File: src/rtl/pac_pkg.sv
// ----------------------------------------------------------------------------
// pac_pkg
// Types and constants shared by the pixel calibration arithmetic block.
// ----------------------------------------------------------------------------
`default_nettype none

package pac_pkg;

  localparam int PORT_W    = 16;
  localparam int CFG_W     = 32;
  localparam int CFG_IDX_W = 2;

  typedef enum logic [2:0] {
    MODE_ADD_CONST   = 3'd0,
    MODE_SCALE_CONST = 3'd1,
    MODE_ADD_IMG     = 3'd2,
    MODE_SUB_IMG     = 3'd3,
    MODE_MUL_IMG     = 3'd4,
    MODE_DIV_IMG     = 3'd5,
    MODE_FLAT        = 3'd6,
    MODE_THERMAL     = 3'd7
  } mode_t;

  localparam logic [CFG_IDX_W-1:0] REG_MODE    = 2'd0;
  localparam logic [CFG_IDX_W-1:0] REG_CONST   = 2'd1;
  localparam logic [CFG_IDX_W-1:0] REG_MEAN    = 2'd2;
  localparam logic [CFG_IDX_W-1:0] REG_THERMAL = 2'd3;

  // Control travelling alongside each word through the pipeline.
  typedef struct packed {
    logic vld;   // word present in this stage
    logic dv;    // word takes the divide path
    logic zd;    // divisor was zero
    logic ovf;   // quotient exceeds the pixel range
    logic clip;  // clip flag of a non-divide result
  } ctl_t;

endpackage

`default_nettype wire

File: src/rtl/pac_front.sv
// ----------------------------------------------------------------------------
// pac_front
// Input stages: products, then the fixed-point sum with its rounding and
// clamping, and the dividend and divisor set-up for the divider cells.
// ----------------------------------------------------------------------------
`default_nettype none

module pac_front
  import pac_pkg::*;
#(
  parameter int PIXEL_BITS    = 16,
  parameter int FRACTION_BITS = 16
) (
  input  wire logic                                  clk,
  input  wire logic                                  rst_n,
  input  wire logic                                  en,
  input  wire logic                                  in_vld,
  input  wire logic [PIXEL_BITS-1:0]                 p1,
  input  wire logic [PIXEL_BITS-1:0]                 p2,
  input  mode_t                                      mode,
  input  wire logic signed [CFG_W-1:0]               cst,
  input  wire logic [CFG_W-1:0]                      mean,
  input  wire logic [CFG_W-1:0]                      factor,
  output ctl_t                                       ctl_o,
  output logic [PIXEL_BITS+CFG_W-1:0]                rem_o,
  output logic [PIXEL_BITS+FRACTION_BITS-1:0]        den_o,
  output logic [PIXEL_BITS-1:0]                      res_o
);

  localparam int P     = PIXEL_BITS;
  localparam int F     = FRACTION_BITS;
  localparam int NUM_W = P + CFG_W;
  localparam int DEN_W = P + F;
  localparam int CW    = (NUM_W > 2*P+F) ? NUM_W : 2*P+F;
  localparam int VW    = ((2*P+F) > (P+CFG_W+1) ? (2*P+F) : (P+CFG_W+1)) + 2;
  localparam int SW    = P + CFG_W + 1;

  logic                   vld_a_r;
  logic [P-1:0]           p1_a_r, p2_a_r;
  logic signed [SW-1:0]   prod_s_r, prod_s_nxt;
  logic [2*P-1:0]         prod_pp_r;
  logic [NUM_W-1:0]       prod_th_r, prod_fm_r;

  ctl_t                   ctl_b_r, ctl_b_nxt;
  logic [NUM_W-1:0]       num_b_r, num_b_nxt;
  logic [DEN_W-1:0]       den_b_r, den_b_nxt;
  logic [P-1:0]           res_b_r, res_b_nxt;

  logic signed [VW-1:0]   t_p1, v, v_rnd, max_q;

  assign prod_s_nxt = SW'($signed({1'b0, p1})) * SW'(cst);

  always_ff @(posedge clk) begin
    if (!rst_n) begin
      vld_a_r <= 1'b0;
    end else if (en) begin
      vld_a_r <= in_vld;
    end
    if (en) begin
      p1_a_r    <= p1;
      p2_a_r    <= p2;
      prod_s_r  <= prod_s_nxt;
      prod_pp_r <= (2*P)'(p1) * (2*P)'(p2);
      prod_th_r <= NUM_W'(p2) * NUM_W'(factor);
      prod_fm_r <= NUM_W'(p1) * NUM_W'(mean);
    end
  end

  always_comb begin
    t_p1 = VW'(p1_a_r) << F;
    case (mode)
      MODE_ADD_CONST:   v = t_p1 + VW'(cst);
      MODE_SCALE_CONST: v = VW'(prod_s_r);
      MODE_ADD_IMG:     v = (VW'(p1_a_r) + VW'(p2_a_r)) << F;
      MODE_SUB_IMG:     v = t_p1 - (VW'(p2_a_r) << F);
      MODE_MUL_IMG:     v = VW'(prod_pp_r) << F;
      MODE_THERMAL:     v = t_p1 - VW'(prod_th_r);
      default:          v = '0;
    endcase
    max_q = VW'({P{1'b1}}) << F;
    v_rnd = v + (VW'(1) << (F-1));

    ctl_b_nxt      = '0;
    ctl_b_nxt.vld  = vld_a_r;
    ctl_b_nxt.dv   = (mode == MODE_DIV_IMG) || (mode == MODE_FLAT);
    ctl_b_nxt.zd   = (p2_a_r == '0);
    if (v[VW-1]) begin
      res_b_nxt      = '0;
      ctl_b_nxt.clip = 1'b1;
    end else if (v > max_q) begin
      res_b_nxt      = '1;
      ctl_b_nxt.clip = 1'b1;
    end else begin
      res_b_nxt      = v_rnd[F+P-1:F];
    end

    // Divide image is scaled by the fraction so both divide modes share one
    // divisor, the operand pixel with the fraction appended.
    num_b_nxt     = (mode == MODE_FLAT) ? prod_fm_r : (NUM_W'(p1_a_r) << F);
    den_b_nxt     = DEN_W'(p2_a_r) << F;
    ctl_b_nxt.ovf = CW'(num_b_nxt) >= (CW'(den_b_nxt) << P);
  end

  always_ff @(posedge clk) begin
    if (!rst_n) begin
      ctl_b_r <= '0;
    end else if (en) begin
      ctl_b_r <= ctl_b_nxt;
    end
    if (en) begin
      num_b_r <= num_b_nxt;
      den_b_r <= den_b_nxt;
      res_b_r <= res_b_nxt;
    end
  end

  assign ctl_o = ctl_b_r;
  assign rem_o = num_b_r;
  assign den_o = den_b_r;
  assign res_o = res_b_r;

endmodule

`default_nettype wire

File: config.mk
export PLATFORM = sky130hd
export DESIGN_NAME = pac_front
export DESIGN_NICKNAME = d
export VERILOG_FILES = /design/src/rtl/pac_pkg.sv /design/src/rtl/pac_front.sv
export SDC_FILE = /design/constraint.sdc
export NUM_CORES = 2
export LEC_CHECK = 0
export ABC_AREA = 1
export BUFFER_PORTS_ARGS = -buffer_cell sky130_fd_sc_hd__buf_2
export CAP_MARGIN = 40
export CORE_ASPECT_RATIO = 1.75
export CORE_MARGIN = 2
export CORE_UTILIZATION = 25
export DETAILED_ROUTE_END_ITERATION = 7
export REMOVE_ABC_BUFFERS = 1
export SLEW_MARGIN = 20
export SYNTH_ARGS = -nofsm -noshare
export SYNTH_HDL_FRONTEND = slang
export SYNTH_SLANG_ARGS = --single-unit
File: constraint.sdc
create_clock -name clk -period 6.25 [get_ports clk]
set_input_delay 0.3125 -clock clk [delete_from_list [all_inputs] [get_ports clk]]
set_output_delay 0.3125 -clock clk [all_outputs]
set_load 0.01 [all_outputs]
# Word level (Yosys, flattened, before mapping)
# Cells that the tools add are included.
# word_totals
reg_bits,295
inputBits,135
# classes
addsub,5
n_mul,4
magnitude_cmp,2
n_eq_ne,7
n_mux,5
n_reduce_logical,3
# ops
operator,count
$pmux W51 S6,1
$mul A16 B32 Y48,2
$gt A51 B33 Y1 const B,1
$mul A17 B32 Y49,1
$sub A32 B48 Y49,1
$ge A48 B48 Y1,1
$mux W48,1
$add A33 B32 Y34,1
$sub A32 B32 Y33,1
$add A32 B17 Y32 const B,1
$mul A16 B16 Y32,1
$add A16 B16 Y17,1
$logic_not A16 Y1,1
$mux W16,1
$eq A3 B3 Y1 const B,4
$eq A3 B2 Y1 const B,2
$eq A3 B1 Y1 const B,1
$logic_not A3 Y1,1
$mux W1,2
$logic_or A1 B1 Y1,1

# Depth between registers and ports, before layout
# logic_depth
ltp_word,5
depth_mapped,32

# Least setup slack after synthesis
# No wires, ideal clock.
# synth_timing
path_type,input to register
start,in p1[7]
end,"reg prod_fm_r[46], data pin"
setup_time_ns,0.266
arrival_ns,5.738
t_required_ns,5.984
setup_slack_ns,0.246
stages,26
n_path_buf,2
path_cell_list,clkbuf_1 > clkbuf_1 > nand2_1 > fa_1 > inv_1 > fa_1 > inv_1 > fa_1 > inv_1 > fa_1 > fa_1 > inv_1 > fa_1 > inv_1 > ha_1 > nand2_1 > nor2_1 > inv_1 > nor3_1 > a21oi_1 > o21ai_0 > nand2_1 > o21ai_0 > nand2_1 > o2111ai_1 > xor2_1
# synth_via
elab_chain_len,1
# synth_rtl
element,line_no,source
from (decl),pac_front.sv:18,"input wire logic [PIXEL_BITS-1:0] p1,"
$mul A16 B32 Y48,pac_front.sv:65,prod_fm_r <= NUM_W'(p1) * NUM_W'(mean);
to (signal assigned),pac_front.sv:65,
to (decl),pac_front.sv:42,"logic [NUM_W-1:0] prod_th_r, prod_fm_r;"
# No other way between the ends.
# A chain may end at the register's enable or synchronous reset.

# Final worst setup path
# layout_timing
start,in p1[4]
end,"reg prod_s_r[26], data pin"
# layout_via
elab_chain_len,1
# layout_rtl
element,line_no,source
$mul A17 B32 Y49,pac_front.sv:51,"assign prod_s_nxt = SW'($signed({1'b0, p1})) * SW'(cst);"
via prod_s_nxt[26],pac_front.sv:40,"logic signed [SW-1:0] prod_s_r, prod_s_nxt;"
to (signal assigned),pac_front.sv:62,prod_s_r <= prod_s_nxt;
to (decl),pac_front.sv:40,
# The timed path passes the listed nets, and every way through them passes these cells.

==> impl_results.md <==
- Run status: finished with violations
- Failing checks: DRC
- Vias in the first global route: approximately 70,000
- Met1 Resource Use GR: about 16%
- Slew headroom: around 46%
- Top-Level Pins: approximately 240
- Nets@finish: roughly 12,000
- Post-DP HPWL: 218,000 um
- Final setup viols: 0
- Max clock buf depth: 3
- Post-synth EDFFs: just under 300
- # clock sinks: 295
- Syn Std Cell Area: ~0.077 mm2
- Worst path slowest cell: fa_1
- Most frequent cells in the layout: inv_1 (2,902), nand2_1 (2,585), fa_1 (1,522)
- CP Data Arrival Time: between 6000 and 7000 ps
- CP Capture Type: flip-flop
- Largest net degree at the start of global routing: about 130
- Die area: roughly 0.31 mm2
- RSZ-0062 raised after global routing: false
- Synth Flop Type: edfxtp_1
- Cell Chain, Critical Path: buf_4, nand2_1, fa_1, fa_1, fa_1, inv_1, fa_1, fa_1, inv_1, fa_1, inv_1, ha_1, a21oi_1, inv_1, a21oi_1, o21ai_1, a21oi_1, buf_4, o21ai_1, a21oi_1, xnor2_1, buf_4
- Distinct cells, synth: 54
- Cells after Synth: 9,891
- Final hold vios: 0
- Min Tclk post-route: between 5000 and 6000 ps
- Crit path from: p1[4]
- Commonest non-fill, non-tap cell in the layout: inv_1
- Hold path start: rst_n
- Met3 Track Usage GR: between 1 and 1.5%
- Final WL: 252,000 um
- Worst skew pair latency: 620 ps
- Port buffer count: roughly 220
- Clock Pin Slew Worst Setup and Hold Paths: 60 ps
- Clock root buffer: clkbuf_16
- GP Congestion: around 1
- Final number of max-transition violations: 0
- CTS Buf Count: 35
- Met2 global-route usage: a little under a third
- Max-cap viol count: 0
- Layout cells sized above 1: between 8 and 9%
- Gr usage total: between 15 and 20%
- Starting DRT DRC Count: between 3,000 and 4,000
- Synth warn: 0
- Post-DRT Antenna Nets: 0
- Core ar.: approximately 0.31 mm2
- Area Growth Syn to Fin: 13.2%
- Register area share after synthesis: 11.4%
- DIE WIDTH: around 420 um
- Post-route clock period utilization: 93.5%
- H-tree level count: 2
- Row count: between 200 and 300
- Kind of start point of the critical path: primary input
- FFs w/ async S/R, synth: 0%
- Post-CTS repair timing setup buffer count: 0
- Synthesized area per cell: between 7 and 8 um2
- Top Usage Layer GRT: met2
- Via/cell ratio: 4.39
- Fillers: roughly 33,000
- Layout Skew: just under 60 ps
- GR Overflow Total: 0
- HP Class: in2reg
- First-pass GRT wire length: slightly below 400,000 um
- Cells after DPL: approximately 14,000
- Fmax: around 170 MHz
- Vias: about 63,000
- CTS tree: yes
- Drt drc: 2
- Worst-Margin Slew: around 810 ps
- Starting Density: between 20% and 30%
- Placed Area: approximately 0.086 mm2
- CP required: around 6600 ps
- Number of antenna violations at the first check in global routing: 36
- Multi-input logic area: roughly 0.056 mm2
- Crit Path Category: in2reg
- TritonRoute pass-1 iters: 8
- Critical R2R Launch: p1_a_r[0]
- CP Max Fanout: 30
- Wire per inst: approximately 18 um
- CP peak stage delay: around 520 ps
- Most common cell on crit path: fa_1
- Fin cells: about 14,000
- Register bit total from synthesis: about 300
- FF/Latch Area: around 0.0088 mm2
- Die Ht: between 700 and 800 um
- Final instance area: 0.0875 mm2
## synth_stat cells, types with 6 or more instances
master | count | area (um2)
dfxtp_1 | 6 | 120
o21a_1 | 19 | 143
a31oi_1 | 37 | 231
a22o_1 | 10 | 87.6
nand4_1 | 55 | 344
xnor2_1 | 73 | 639
inv_1 | 2902 | 10900
o211ai_1 | 13 | 97.6
nor4_1 | 25 | 156
o21ai_1 | 16 | 80.1
nand3b_1 | 10 | 75.1
o21ai_0 | 155 | 776
buf_2 | 10 | 50.1
inv_2 | 7 | 26.3
nand3_1 | 238 | 1190
o31ai_1 | 8 | 60.1
clkbuf_1 | 404 | 1520
a21o_1 | 9 | 67.6
nor2_2 | 8 | 50.1
buf_1 | 19 | 71.3
nand2_1 | 2585 | 9700
o21bai_1 | 11 | 82.6
ha_1 | 544 | 6810
nor3_1 | 44 | 220
a221oi_1 | 6 | 52.6
edfxtp_1 | 289 | 8680
a21oi_1 | 292 | 1460
xor2_1 | 116 | 1020
fa_1 | 1522 | 30500
nor2_1 | 375 | 1410
or2_2 | 8 | 50.1
buf_4 | 20 | 150
a21boi_0 | 7 | 52.6
## final timing paths
kind | end | slack, ps | cells after the start
max reg2reg | res_o[13] | 1510 | 19
max | prod_s_r[26] | 410 | 22
min reg2reg | ctl_o[4] | 480 | 2
min | ctl_o[0] | 170 | 3
## registers in the layout (all words and copies together), names as in the netlist
| register | count |
|---|---|
| prod_s_r | 49 |
| prod_fm_r | 48 |
| prod_th_r | 48 |
| rem_o | 48 |
| prod_pp_r | 32 |
| den_o | 16 |
| p1_a_r | 16 |
| p2_a_r | 16 |
| res_o | 16 |
| ctl_o | 5 |
| vld_a_r | 1 |
## critical path, delay by kind of cell
kind / cells / cell delay [ps]
XOR/XNOR: 1 / 140
buffers and inverters: 7 / 930
AND/OR/NAND/NOR: 1 / 130
adder cells (fa/ha/maj): 7 / 3340
AO/OA/AOI/OAI: 6 / 1220
## area by class of cell
type	instances	share of cell area [%]
antenna	27	0.0772
clock buffer	44	1.06
multi-input combinational	6244	63.7
timing repair buffer	729	6.48
sequential	295	10.1
tap	4080	5.83
clock inverter	20	0.265
inverter	2909	12.5
## layer usage
layer / part of all wire, % / vias up
li1: - / 29100
met1: 34 / 31400
met2: 53 / 1698
met3: 3.4 / 783
met4: 9.9 / 8
met5: 0.023 / -
## kinds of logic after synthesis
kind of cell             synth area share [%]
AO/OA/AOI/OAI                            4.37
XOR/XNOR                                 2.14
adder cells (fa/ha/maj)                  48.2
buffers and inverters                    16.5
flip-flops                               11.4
multiplexers                           0.0130
other                                 0.00485
AND/OR/NAND/NOR                          17.3
## per-stage QoR
| step | setup WS (ps) | util [%] | TNS [ps] | hold slack (ps) |
|---|---|---|---|---|
| final | 408 | 28.4 | 0 | 172 |
| after global routing | 9.09 | 28.4 | 0 | 194 |
| after CTS | 428 | 28.4 | 0 | 147 |
| after detailed placement | -164 | 28.0 | -1020 | 465 |
| after global placement | -155 | 28.0 | -536 | 460 |
| after floorplan | 793 | - | 0 | 406 |
## what timing repair did
item                                    in CTS  in global routing
endpoints found under the setup margin       0                  1
gates resized for setup                      0                  1
hold buffers                                 1                  0
hold endpoints to repair                     1                  0
Power is left out: the tool's default activity adds up to more than one toggle a clock period on the data nets, which glitch-free logic cannot reach.
