File: src/rtl/pac_pkg.sv
// ----------------------------------------------------------------------------
// pac_pkg
// Types and constants shared by the pixel calibration arithmetic block.
// ----------------------------------------------------------------------------
`default_nettype none

package pac_pkg;

  localparam int PORT_W    = 16;
  localparam int CFG_W     = 32;
  localparam int CFG_IDX_W = 2;

  typedef enum logic [2:0] {
    MODE_ADD_CONST   = 3'd0,
    MODE_SCALE_CONST = 3'd1,
    MODE_ADD_IMG     = 3'd2,
    MODE_SUB_IMG     = 3'd3,
    MODE_MUL_IMG     = 3'd4,
    MODE_DIV_IMG     = 3'd5,
    MODE_FLAT        = 3'd6,
    MODE_THERMAL     = 3'd7
  } mode_t;

  localparam logic [CFG_IDX_W-1:0] REG_MODE    = 2'd0;
  localparam logic [CFG_IDX_W-1:0] REG_CONST   = 2'd1;
  localparam logic [CFG_IDX_W-1:0] REG_MEAN    = 2'd2;
  localparam logic [CFG_IDX_W-1:0] REG_THERMAL = 2'd3;

  // Control travelling alongside each word through the pipeline.
  typedef struct packed {
    logic vld;   // word present in this stage
    logic dv;    // word takes the divide path
    logic zd;    // divisor was zero
    logic ovf;   // quotient exceeds the pixel range
    logic clip;  // clip flag of a non-divide result
  } ctl_t;

endpackage

`default_nettype wire

File: src/rtl/pac_div_cell.sv
// ----------------------------------------------------------------------------
// pac_div_cell
// One restoring-division cell: settles one quotient bit and hands the
// partial remainder and the word's side data to the next cell.
// ----------------------------------------------------------------------------
`default_nettype none

module pac_div_cell
  import pac_pkg::*;
#(
  parameter int PIXEL_BITS    = 16,
  parameter int FRACTION_BITS = 16,
  parameter int SHIFT         = 0
) (
  input  wire logic                               clk,
  input  wire logic                               rst_n,
  input  wire logic                               en,
  input  ctl_t                                    ctl_i,
  input  wire logic [PIXEL_BITS+CFG_W-1:0]        rem_i,
  input  wire logic [PIXEL_BITS+FRACTION_BITS-1:0] den_i,
  input  wire logic [PIXEL_BITS-1:0]              q_i,
  input  wire logic [PIXEL_BITS-1:0]              res_i,
  output ctl_t                                    ctl_o,
  output logic [PIXEL_BITS+CFG_W-1:0]             rem_o,
  output logic [PIXEL_BITS+FRACTION_BITS-1:0]     den_o,
  output logic [PIXEL_BITS-1:0]                   q_o,
  output logic [PIXEL_BITS-1:0]                   res_o
);

  localparam int P     = PIXEL_BITS;
  localparam int NUM_W = P + CFG_W;
  localparam int DEN_W = P + FRACTION_BITS;
  localparam int CW    = (NUM_W > 2*P+FRACTION_BITS) ? NUM_W : 2*P+FRACTION_BITS;

  ctl_t             ctl_r;
  logic [NUM_W-1:0] rem_r, rem_nxt;
  logic [DEN_W-1:0] den_r;
  logic [P-1:0]     q_r, q_nxt, res_r;
  logic [CW-1:0]    dsh;
  logic             ge;

  always_comb begin
    dsh     = CW'(den_i) << SHIFT;
    ge      = CW'(rem_i) >= dsh;
    rem_nxt = ge ? NUM_W'(CW'(rem_i) - dsh) : rem_i;
    q_nxt   = {q_i[P-2:0], ge};
  end

  always_ff @(posedge clk) begin
    if (!rst_n) begin
      ctl_r <= '0;
    end else if (en) begin
      ctl_r <= ctl_i;
    end
    if (en) begin
      rem_r <= rem_nxt;
      den_r <= den_i;
      q_r   <= q_nxt;
      res_r <= res_i;
    end
  end

  assign ctl_o = ctl_r;
  assign rem_o = rem_r;
  assign den_o = den_r;
  assign q_o   = q_r;
  assign res_o = res_r;

endmodule

`default_nettype wire

File: config.mk
export PLATFORM = sky130hd
export DESIGN_NAME = pac_div_cell
export DESIGN_NICKNAME = d
export VERILOG_FILES = /design/src/rtl/pac_pkg.sv /design/src/rtl/pac_div_cell.sv
export SDC_FILE = /design/constraint.sdc
export NUM_CORES = 1
export LEC_CHECK = 0
export BUFFER_PORTS_ARGS = -buffer_cell sky130_fd_sc_hd__buf_2
export CAP_MARGIN = 10
export CORE_ASPECT_RATIO = 0.8
export CORE_UTILIZATION = 50
export DETAILED_ROUTE_END_ITERATION = 10
export GPL_TIMING_DRIVEN = 1
export PLACE_DENSITY = 0.88
export SYNTH_ARGS = -nofsm -noshare
export SYNTH_HDL_FRONTEND = slang
export SYNTH_SLANG_ARGS = --single-unit
File: constraint.sdc
create_clock -name clk -period 7.6 [get_ports clk]
set_clock_uncertainty 0.2 [all_clocks]
set_input_delay 1.14 -clock clk [delete_from_list [all_inputs] [get_ports clk]]
set_output_delay 1.14 -clock clk [all_outputs]
set_load 0.02 [all_outputs]
# Yosys cells after proc, flatten, opt, wreduce, memory -nomap -nowiden

Cells that the tools add are included.

Register bits after elaboration: 117
Bits in latches: 0
Memory bits (writable): 0
ROM bits: 0
Input port bits: 120
Logic and storage cells: 12
Memories kept: 0

Add/sub/neg operators: 1
$mul: 0
Div/mod/pow operators: 0
$lt $le $gt $ge: 1
Equal/unequal tests: 0
Shift-type cells: 0
Multiplexer cells: 1
Bitwise logic cells: 0
Reductions and logical operators: 0

Operator list:

| kind             | count |
|---|---|
| $ge A48 B32 Y1   | 1 |
| $mux W48         | 1 |
| $sub A48 B32 Y48 | 1 |

# Longest topological paths before layout

Gate-level depths: netlist of run 1.

Word-level depth: 2
Depth in mapped cells: 12
Depth with buffers taken out: 12

# Worst setup path before layout of run 1

OpenSTA, ideal clock, no wires.

Kind: input to register
Start point: input rem_i[0]
End point: register rem_r[40] (netlist: rem_o[40]) (data pin)
Data arrival time: 3.221 ns
Required time: 7.133 ns
Path slack: 3.913 ns
Stages: 12
Path buffers: 0
Path through: inv_1 > ha_1 > fa_1 > nand2b_1 > a211oi_1 > o311ai_1 > a21oi_1 > o21ai_0 > a211o_1 > nand2_2 > nor3b_1 > xor2_1

Word-level cells in the longest chain between the ends: 2
Elaborated cells on any way between the ends: 3

Ends and longest elaborated chain:

| what                                               | line                                   | text |
|---|---|---|
| start, declared                                    | pac_div_cell.sv:19                     | `input wire logic [PIXEL_BITS+CFG_W-1:0] rem_i,` |
| $sub A48 B32 Y48 or $ge A48 B32 Y1 (tied branches) | pac_div_cell.sv:45, pac_div_cell.sv:44 |  |
| $mux W48 (*)                                       | pac_div_cell.sv:45                     | `rem_nxt = ge ? NUM_W'(CW'(rem_i) - dsh) : rem_i;` |
| net rem_nxt[40]                                    | pac_div_cell.sv:36                     | `logic [NUM_W-1:0] rem_r, rem_nxt;` |
| end signal, assigned                               | pac_div_cell.sv:56                     | `rem_r <= rem_nxt;` |
| end, declared                                      | pac_div_cell.sv:36                     |  |

Mark *: on every way through the listed nets, which the timed path passes. The rest lies on a longest branch.
A chain may end at the register's enable or synchronous reset.

# Final worst setup path of run 1

Start point: input den_i[18]
End point: register rem_r[47] (netlist: rem_o[47]) (data pin)

Word-level cells in the longest chain between the ends: 2
Elaborated cells on any way between the ends: 3

Ends and longest elaborated chain:

| what                                               | line                                   | text |
|---|---|---|
| start, declared                                    | pac_div_cell.sv:20                     | `input wire logic [PIXEL_BITS+FRACTION_BITS-1:0] den_i,` |
| $sub A48 B32 Y48 or $ge A48 B32 Y1 (tied branches) | pac_div_cell.sv:45, pac_div_cell.sv:44 |  |
| $mux W48 (*)                                       | pac_div_cell.sv:45                     |  |
| net rem_nxt[47]                                    | pac_div_cell.sv:36                     |  |

Marks and branches as above.

==> results_dict.tcl, run 1 <==
set metrics [dict create \
    cts_resized 0 \
    core-area_um2 12210 \
    cp-start-kind "input port" \
    ir_drop_mv 0.1573 \
    syn_nets 702 \
    end_kind "flip-flop" \
    grt_pass1_vias 4960 \
    routed_via_density 5.327 \
    finalPower_mw 1.992 \
    rsz0062_at_grt "false" \
    io_buffers 235 \
    synth-edff-count 112 \
    dp_hpwl_um 11920 \
    synth_cells 549 \
    initial_core_util_pct 51.40 \
    reg2regPathDepth 2 \
    cts_root_buf "clkbuf_16" \
    grt_max_degree 66 \
    period_share_pct 52.84 \
    track_usage_pct 24.46 \
    setup_tns_ns 0 \
    instances_no_fill 970 \
    path_clk_slew_ns 0.06 \
    cts_tree "built" \
    p_leak_nw 3.504 \
    rr_startpoint "ctl_o[4]$_SDFFE_PN0P_" \
    core.rowCount 36 \
    crit_slowest_cell "nor4_2" \
    synth-adder-area-share_pct 6.700 \
    routedWlPerCell_um 16.29 \
    worstSetupPathType "in2reg" \
    hold_viol_final 0 \
    area_growth_pct 29.87 \
    vias 5167 \
    synth_mux_area_share_pct 0.9771 \
    ys_seq_area_share_pct 55.19 \
    cap_violations 0 \
    timing_max_transition_violations_final 0 \
    netlist_area_um2 6275 \
    reg2reg_slack_ns 6.78 \
    n_antenna_cell 0 \
    drt_iter0_markers 360 \
    async_reset_ff_share_pct 0 \
    io_pins 237 \
    clkSinkCount 117 \
    yosys_warnings 0 \
    yosys_register_bits 117 \
    drt_wl_total_um 15800 \
    drive_gt1_share_pct 36.55 \
    grt_first_pass_wirelength_um 24350 \
    antenna_found_initial 0 \
    critPathMaxFanout 34 \
    hold_path.class "reg2reg" \
    yosys.area_share.simple_pct 12.64 \
    dieArea_um2 13000 \
    clk_latency_ns 0.41 \
    status "finished clean" \
    htree_num_levels 4 \
    slew_headroom_pct 46.22 \
    clock_path_buffers 2 \
    whs_path_depth 2 \
    power.density_nw_per_um2 244.4 \
    drt_first_pass_iters 5 \
    hold_slack_ns 0.3165 \
    ys.flop_type "edfxtp_1" \
    min_period_ns 4.016 \
    critPathMaxStageDelay_ns 0.47 \
    synth_top_family_by_area "compound AO/OA/AOI/OAI gates" \
    setup-violations-final 0 \
    fmax_mhz 249.0 \
    synth_compound_area_share_pct 13.94 \
    final_antenna_net_count 0 \
    crit_chain "buf_2, inv_1, ha_1, nand2_1, o21ai_0, a211oi_1, o311ai_1, a21oi_4, buf_4, nor4_2, nand3_1, xnor2_1" \
    holdPathEnd "ctl_o[1]$_SDFFE_PN0P_" \
    ctsHoldBuffers 0 \
    nets 939 \
    dp.cells 938 \
    die_h_um 102.2 \
    numCtsBuffers 17 \
    netlist-cell-type-count 59 \
    place.gp.congestion 0.8763 \
    die_x_um 127.2 \
    synth_xor_area_share_pct 6.281 \
    post_cts_buffers 0 \
    grt_overflow 0 \
    critPathArrivalTime_ns 3.98 \
    min-delay-start "ctl_o[1]$_SDFFE_PN0P_" \
    drc 0 \
    syn-mean-instance-area_um2 11.43 \
    tightest_slew_ns 0.8067 \
    cp.required_ns 7.56 \
    r2r-end "ctl_o[4]$_SDFFE_PN0P_" \
]
sequential cells by signal (all words and copies together) (netlist names):
signal and count:
res_o 16, q_o 16, den_o 32, ctl_o 5, rem_o 48
power by group:
group	switching, mW	internal, mW
clock	0.315	0.459
combinational	0.265	0.149
sequential	0.0158	0.788
total	0.596	1.40
cells in the mapped netlist (all sizes together), types with 2 or more instances:
cell / instances / area share (%)
a31oi: 6 / 0.60
nor4: 7 / 1.2
mux2i: 5 / 0.80
o21a: 2 / 0.26
clkbuf: 3 / 0.20
nor3b: 4 / 0.56
a21oi: 41 / 3.5
xnor2: 22 / 3.1
o211ai: 3 / 0.36
inv: 42 / 2.5
a311oi: 2 / 0.28
edfxtp: 112 / 54
ha: 32 / 6.4
nand3: 9 / 0.72
dfxtp: 5 / 1.6
nor2b: 9 / 1.0
nand2b: 8 / 0.80
a211oi: 7 / 0.84
o21ai: 48 / 3.9
o221ai: 2 / 0.28
nor3: 12 / 1.2
nand2: 59 / 3.6
o22ai: 2 / 0.20
xor2: 23 / 3.2
or4: 2 / 0.30
o21bai: 5 / 0.60
nor2: 22 / 1.3
o41ai: 2 / 0.70
nand4: 10 / 1.0
or3: 4 / 0.40
a21o: 9 / 1.1
buf: 17 / 1.6
o311ai: 3 / 0.70
cell families (layout without fill, tap and decap cells):
group                    after synthesis  after routing
adder cells (fa/ha/maj)               33             33
flip-flops                           117            117
multiplexers                           6              6
buffers and inverters                 62            312
AND/OR/NAND/NOR                      150            150
XOR/XNOR                              45             45
AO/OA/AOI/OAI                        136            136
layout by cell type, fill, tap and decap left out, types with 10 or more instances in the layout:
master     netlist  final
edfxtp_1       112    112
nor2_1          22     22
o21ai_0         42     42
nand4_1         10     10
inv_1           41     41
xnor2_1         22     22
xor2_1          23     23
a21oi_1         39     39
clkbuf_16        0     17
ha_1            32     32
buf_2           12    234
nand2_1         58     58
layout make-up:
| cell class | instances | area [um2] |
|---|---|---|
| well taps | 171 | 214.0 |
| fillers | 982 | 4058 |
| clock inverters | 14 | 140.1 |
| inverters | 42 | 157.7 |
| repair buffers | 238 | 1201 |
| multi-input cells | 370 | 2544 |
| flip-flops and latches | 117 | 3463 |
| clock buffers | 18 | 429.2 |
worst max-delay path by stage:
stage              start             endpoint  slack (ns)  cells after the start
5_1_grt         den_i[2]  rem_o[47]$_DFFE_PP_        3.42                     12
3_3_place_gp    rem_i[0]  rem_o[47]$_DFFE_PP_        3.28                     13
3_5_place_dp    rem_i[0]  rem_o[47]$_DFFE_PP_        3.20                     13
6_report       den_i[18]  rem_o[47]$_DFFE_PP_        3.58                     12
2_1_floorplan   rem_i[0]  rem_o[40]$_DFFE_PP_        3.91                     12
4_1_cts         rem_i[0]  rem_o[47]$_DFFE_PP_        3.63                     13
metrics by stage:
step	util, %	setup WS (ns)	cell area (um2)
finish	66.76	3.584	8149
global route	66.76	3.421	8149
CTS	66.76	3.635	8149
detailed placement	62.10	3.198	7580
global placement	62.10	3.276	7580
floorplan	-	3.913	6275
critical path: cells and delay by family:
kind                     cells  cell delay [ns]
XOR/XNOR                     1             0.16
AO/OA/AOI/OAI                4             1.09
AND/OR/NAND/NOR              3             0.75
adder cells (fa/ha/maj)      1             0.41
buffers and inverters        3             0.40
layer usage:
metal | GRT usage, % | wire length, um | vias up
met1 | 30.85 | 6671 | 2409
met5 | 0 | 0 | -
li1 | - | - | 2491
met2 | 40.91 | 7520 | 240
met4 | 8.700 | 271 | 0
met3 | 6.754 | 1334 | 27
Power figures use the tool's default switching activity.
==> run 2: changes to the inputs <==
Clock period 7.6 ns to 3.95 ns, I/O delays scaled along.
==> run 2 against run 1 <==
Cell count grew 0.31%. Power grew 88%. Clock power grew 82%. Flip-flop and latch count is the same. Register-to-register slack lost 3.7 ns. Sequential power grew 93%. Sequential share of layout area is essentially flat. Global-route usage grew 0.25 points. Die area is the same. Worst setup slack lost 2.9 ns. Cell area grew 0.11%. Critical endpoint unchanged. Utilization grew 0.072 points.
==> results_dict.tcl, run 2 (same netlist as run 1, synthesis figures left out) <==
set metrics [dict create \
    dp_hpwl_um 12150 \
    cap_violations 0 \
    ir_drop_mv 0.3188 \
    path_clk_slew_ns 0.06 \
    die_h_um 102.2 \
    worstSetupPathType "in2reg" \
    place.gp.congestion 0.8593 \
    io_pins 237 \
    tightest_slew_ns 0.7279 \
    cts_root_buf "clkbuf_16" \
    clock_path_buffers 2 \
    final_util_pct 66.83 \
    final_cell_mix "234 x buf_2, 112 x edfxtp_1, 58 x nand2_1, 42 x o21ai_0, 41 x inv_1" \
    cp.required_ns 3.91 \
    largest_register_ffs 48 \
    ctsHoldBuffers 0 \
    core-area_um2 12210 \
    initial_core_util_pct 51.40 \
    slew_headroom_pct 51.48 \
    drt_first_pass_iters 5 \
    track_usage_pct 24.71 \
    clk_latency_ns 0.41 \
    routed_via_density 5.330 \
    critPathArrivalTime_ns 3.25 \
    grt_overflow 0 \
    die_x_um 127.2 \
    nets 942 \
    vias 5186 \
    post_cts_buffers 0 \
    hold_path.class "in2reg" \
    antenna_found_initial 0 \
    final_antenna_net_count 0 \
    timing_max_transition_violations_final 0 \
    rsz0062_at_grt "false" \
    end_kind "flip-flop" \
    core.rowCount 36 \
    drive_gt1_share_pct 36.78 \
    power.density_nw_per_um2 460.0 \
    routedWlPerCell_um 16.23 \
    fmax_mhz 304.2 \
    final_common_cell "buf_2" \
    cts_tree "built" \
    drc 0 \
    numCtsBuffers 17 \
    hold_slack_ns 0.1539 \
    clkSinkCount 117 \
    area_growth_pct 30.01 \
    cp-start-kind "input port" \
    htree_num_levels 4 \
    reg2reg_slack_ns 3.12 \
    grt_first_pass_wirelength_um 24410 \
    p_leak_nw 3.510 \
    n_antenna_cell 0 \
    setup-violations-final 0 \
    status "finished clean" \
    grt_pass1_vias 4917 \
    dieArea_um2 13000 \
    drt_wl_total_um 15790 \
    setup_tns_ns 0 \
    hold_viol_final 0 \
    grt_max_degree 65 \
    drt_iter0_markers 369 \
    cts_resized 0 \
    io_buffers 235 \
    min_period_ns 3.287 \
    critPathMaxFanout 6 \
    period_share_pct 83.22 \
]
run 2: cell types whose count changed in the layout (fill, tap and decap cells not counted), sizes merged:
cell and change:
clkinvlp +1, buf +3, bufinv -1
run 2: path summary, 6_finish.rpt:
check	start	endpoint	depth (start not counted)
hold reg to reg	ctl_o[3]$_SDFFE_PN0P_	ctl_o[3]$_SDFFE_PN0P_	2
hold / removal	q_i[3]	q_o[4]$_DFFE_PP_	1
setup reg to reg	ctl_o[2]$_SDFFE_PN0P_	ctl_o[2]$_SDFFE_PN0P_	2
setup / recovery	rem_i[2]	rem_o[47]$_DFFE_PP_	12
run 2: per-stage QoR:
stage / power, mW / cell area, um2 / worst slack, ns / std cells
2_1_floorplan: 2.071 / 6275 / 0.8100 / 549
3_3_place_gp: 2.342 / 7615 / 0.3258 / 941
3_5_place_dp: 2.367 / 7615 / 0.2249 / 941
4_1_cts: 3.779 / 8158 / 0.6506 / 973
5_1_grt: 3.916 / 8158 / 0.4281 / 973
6_report: 3.753 / 8158 / 0.6627 / 973
run 2: area by class of cell:
cell class / count / area, um2
fill: 976 / 4049
clock buffer: 18 / 429.2
tap: 171 / 214.0
timing repair buffer: 241 / 1236
multi-input combinational: 370 / 2544
inverter: 42 / 157.7
clock inverter: 14 / 113.9
sequential: 117 / 3463
run 2: critical path, stage by stage:
cell and delay (ns):
buf_2 0.11, ha_1 0.37, o211ai_1 0.24, a21oi_1 0.09
nor3b_1 0.37, o21ai_2 0.22, o41ai_4 0.43, o41ai_2 0.20
nor4_2 0.19, buf_4 0.19, nand3_1 0.10, xnor2_1 0.15
run 2: report_power, final:
group | total, mW | switching, mW | internal, mW
registers | 1.55 | 0.0303 | 1.52
clock network | 1.41 | 0.590 | 0.815
logic | 0.800 | 0.509 | 0.291
run 2: per-layer routing:
layer	track usage (%)	wire, um	up-vias
li1	-	-	2500
met1	31.12	6692	2414
met2	41.72	7647	253
met3	6.859	1251	19
met4	8.059	201	0
met5	0	0	-
==> run 3: changes to the inputs <==
Settings changed: ABC_AREA set to 1, PLACE_DENSITY 0.88 to 0.85.
Clock period 3.95 ns to 3.1 ns, I/O delays scaled along.
==> run 3 against run 2 <==
First-iteration DRC count up 62%. Global-route usage is 4.8 points higher. Worst setup slack got worse by 0.20 ns. Critical endpoint is now rem_o[24]$_DFFE_PP_. Worst hold slack worse by 0.14 ns. Largest power group is now the clock network. Power grew 39%. Via count rose by 42%. Synthesized area grew 21%. Combinational power increased by 46%. Sequential share of layout area down 6.8 points. Count of clock-buffer cells in the layout stayed put. Die area rose by 21%. Flip-flop and latch count did not move.
==> results_dict.tcl, run 3 <==
set metrics [dict create \
    dieArea_um2 15720 \
    syn_nets 1176 \
    synth_cells 1023 \
    synth.most_common_cell "nand2_1" \
    largest_register_ffs 48 \
    cp-start-kind "input port" \
    hold_viol_final 0 \
    io_buffers 235 \
    setup-violations-final 0 \
    dp_hpwl_um 17840 \
    syn-mean-instance-area_um2 7.441 \
    numCtsBuffers 17 \
    crit_slowest_cell "fa_1" \
    critPathArrivalTime_ns 2.61 \
    die_x_um 140.0 \
    n_antenna_cell 0 \
    drt_iter0_markers 596 \
    track_usage_pct 29.50 \
    htree_num_levels 4 \
    path_clk_slew_ns 0.06 \
    synth-edff-count 112 \
    core-area_um2 14590 \
    period_share_pct 85.19 \
    netlist-cell-type-count 29 \
    clkSinkCount 117 \
    area_growth_pct 27.70 \
    io_pins 237 \
    yosys_warnings 0 \
    end_kind "flip-flop" \
    antenna_found_initial 0 \
    yosys_register_bits 117 \
    final_common_cell "nand2_1" \
    yosysTopAreaCell "edfxtp_1" \
    vias 7356 \
    hold_path.class "in2reg" \
    drc 0 \
    grt_first_pass_wirelength_um 35300 \
    drt_wl_total_um 22530 \
    nets 1431 \
    cts_tree "built" \
    ys_seq_area_share_pct 45.50 \
    rsz0062_at_grt "false" \
    critPathMostFrequentCell "nand2_1" \
    p_leak_nw 5.066 \
    routedWlPerCell_um 15.27 \
    drive_gt1_share_pct 23.86 \
    clock_path_buffers 2 \
    clk_latency_ns 0.42 \
    cap_violations 0 \
    power.density_nw_per_um2 538.5 \
    final_cell_mix "381 x nand2_1, 234 x buf_2, 202 x inv_1, 112 x edfxtp_1, 84 x nor2_1" \
    ys.flop_type "edfxtp_1" \
    slew_headroom_pct 68.36 \
    finalPower_mw 5.235 \
    fmax_mhz 378.7 \
    cts_root_buf "clkbuf_16" \
    grt_overflow 0 \
    cts_resized 0 \
    timing_max_transition_violations_final 0 \
    die_h_um 112.4 \
    critPathMaxFanout 13 \
    final_antenna_net_count 0 \
    synth_common_cells "381 x nand2_1, 202 x inv_1, 112 x edfxtp_1, 84 x nor2_1, 51 x nand3_1" \
    critPathMaxStageDelay_ns 0.41 \
    initial_core_util_pct 52.17 \
    place.gp.congestion 0.9430 \
    tightest_slew_ns 0.4696 \
    grt_max_degree 58 \
    ctsHoldBuffers 0 \
    routed_via_density 4.987 \
    cp.required_ns 3.07 \
    min_period_ns 2.641 \
    worstSetupPathType "in2reg" \
    grt_pass1_vias 6905 \
    async_reset_ff_share_pct 0 \
    synth_top_cells_by_area "edfxtp_1 44%, nand2_1 19%, inv_1 10%, ha_1 5.3%, nor2_1 4.1%" \
    crit_chain "buf_2, inv_1, ha_1, fa_1, inv_1, nand3_1, nand3_2, nand2_1, nand2_1, nand2_1, nand2_2, nand2_2, nand3_2, inv_2, buf_4, nand2_1, nand2_1" \
    ir_drop_mv 0.3762 \
    core.rowCount 39 \
    drt_first_pass_iters 8 \
    netlist_area_um2 7612 \
    status "finished clean" \
    setup_tns_ns 0 \
    post_cts_buffers 0 \
    yosysTopAreaCellShare_pct 44.18 \
]
## run 3: cell types whose count changed in the layout (fill, tap and decap cells not counted), moves of 8 or more
cell / change
inv_1: +161
nor2_1: +62
a21o_1: -9
nor2b_1: -8
o21ai_0: -12
nand3b_1: +10
xor2_1: -21
a21oi_1: -16
nand2_1: +323
nand3_1: +42
nand2b_1: -8
a21oi_2: +9
inv_2: +9
## run 3: path summary, 6_finish.rpt
path / cells after the start / endpoint / startpoint / slack, ns
max: 17 / rem_o[24]$_DFFE_PP_ / rem_i[0] / 0.46
max reg2reg: 2 / ctl_o[4]$_SDFFE_PN0P_ / ctl_o[4]$_SDFFE_PN0P_ / 2.24
min reg2reg: 2 / ctl_o[1]$_SDFFE_PN0P_ / ctl_o[1]$_SDFFE_PN0P_ / 0.31
min: 1 / res_o[5]$_DFFE_PP_ / res_i[5] / 0.01
## run 3: metal layers
layer / wire [um] / vias up / global-route usage, %
li1: - / 3714 / -
met1: 10330 / 3277 / 40.71
met2: 9880 / 330 / 46.23
met3: 1936 / 35 / 7.167
met4: 378 / 0 / 8.352
met5: 0 / - / 0
## run 3: cell families after synthesis
family	after synthesis	synth area share (%)
adder cells (fa/ha/maj)	33	5.523
AO/OA/AOI/OAI	68	4.997
AND/OR/NAND/NOR	566	30.59
flip-flops	117	45.50
XOR/XNOR	18	2.071
buffers and inverters	221	11.32
## run 3: report_power, final
part | internal [mW] | switching [mW]
clock network | 1.35 | 0.753
logic | 0.386 | 0.781
registers | 1.92 | 0.0384
## run 3: final cells by class
cell class                      count  area [um2]
Sequential cell                   117        3463
Multi-Input combinational cell    685        3287
Tap cell                          184       230.2
Inverter                          212       795.8
Timing Repair Buffer              245        1316
Clock inverter                     14       198.9
Clock buffer                       18       429.2
Fill cell                        1268        4870
## run 3: through the flow
stage / setup WS, ns / utilization (%) / hold WS (ns) / area, um2 / cells
after floorplan: 0.4784 / - / 0.3639 / 7612 / 1023
after global placement: 0.1738 / 62.32 / 0.2741 / 9092 / 1443
after detailed placement: 0.1057 / 62.32 / 0.2842 / 9092 / 1443
after CTS: 0.4957 / 66.62 / 0.002722 / 9721 / 1475
after global routing: 0.3141 / 66.62 / 0.004464 / 9721 / 1475
final: 0.4591 / 66.62 / 0.01210 / 9721 / 1475
## run 3: worst max-delay path, delay by kind of cell
kind / cells / cell delay, ns
simple gates: 10 / 0.94
fa+ha+maj: 2 / 0.63
buf+inv: 5 / 0.57
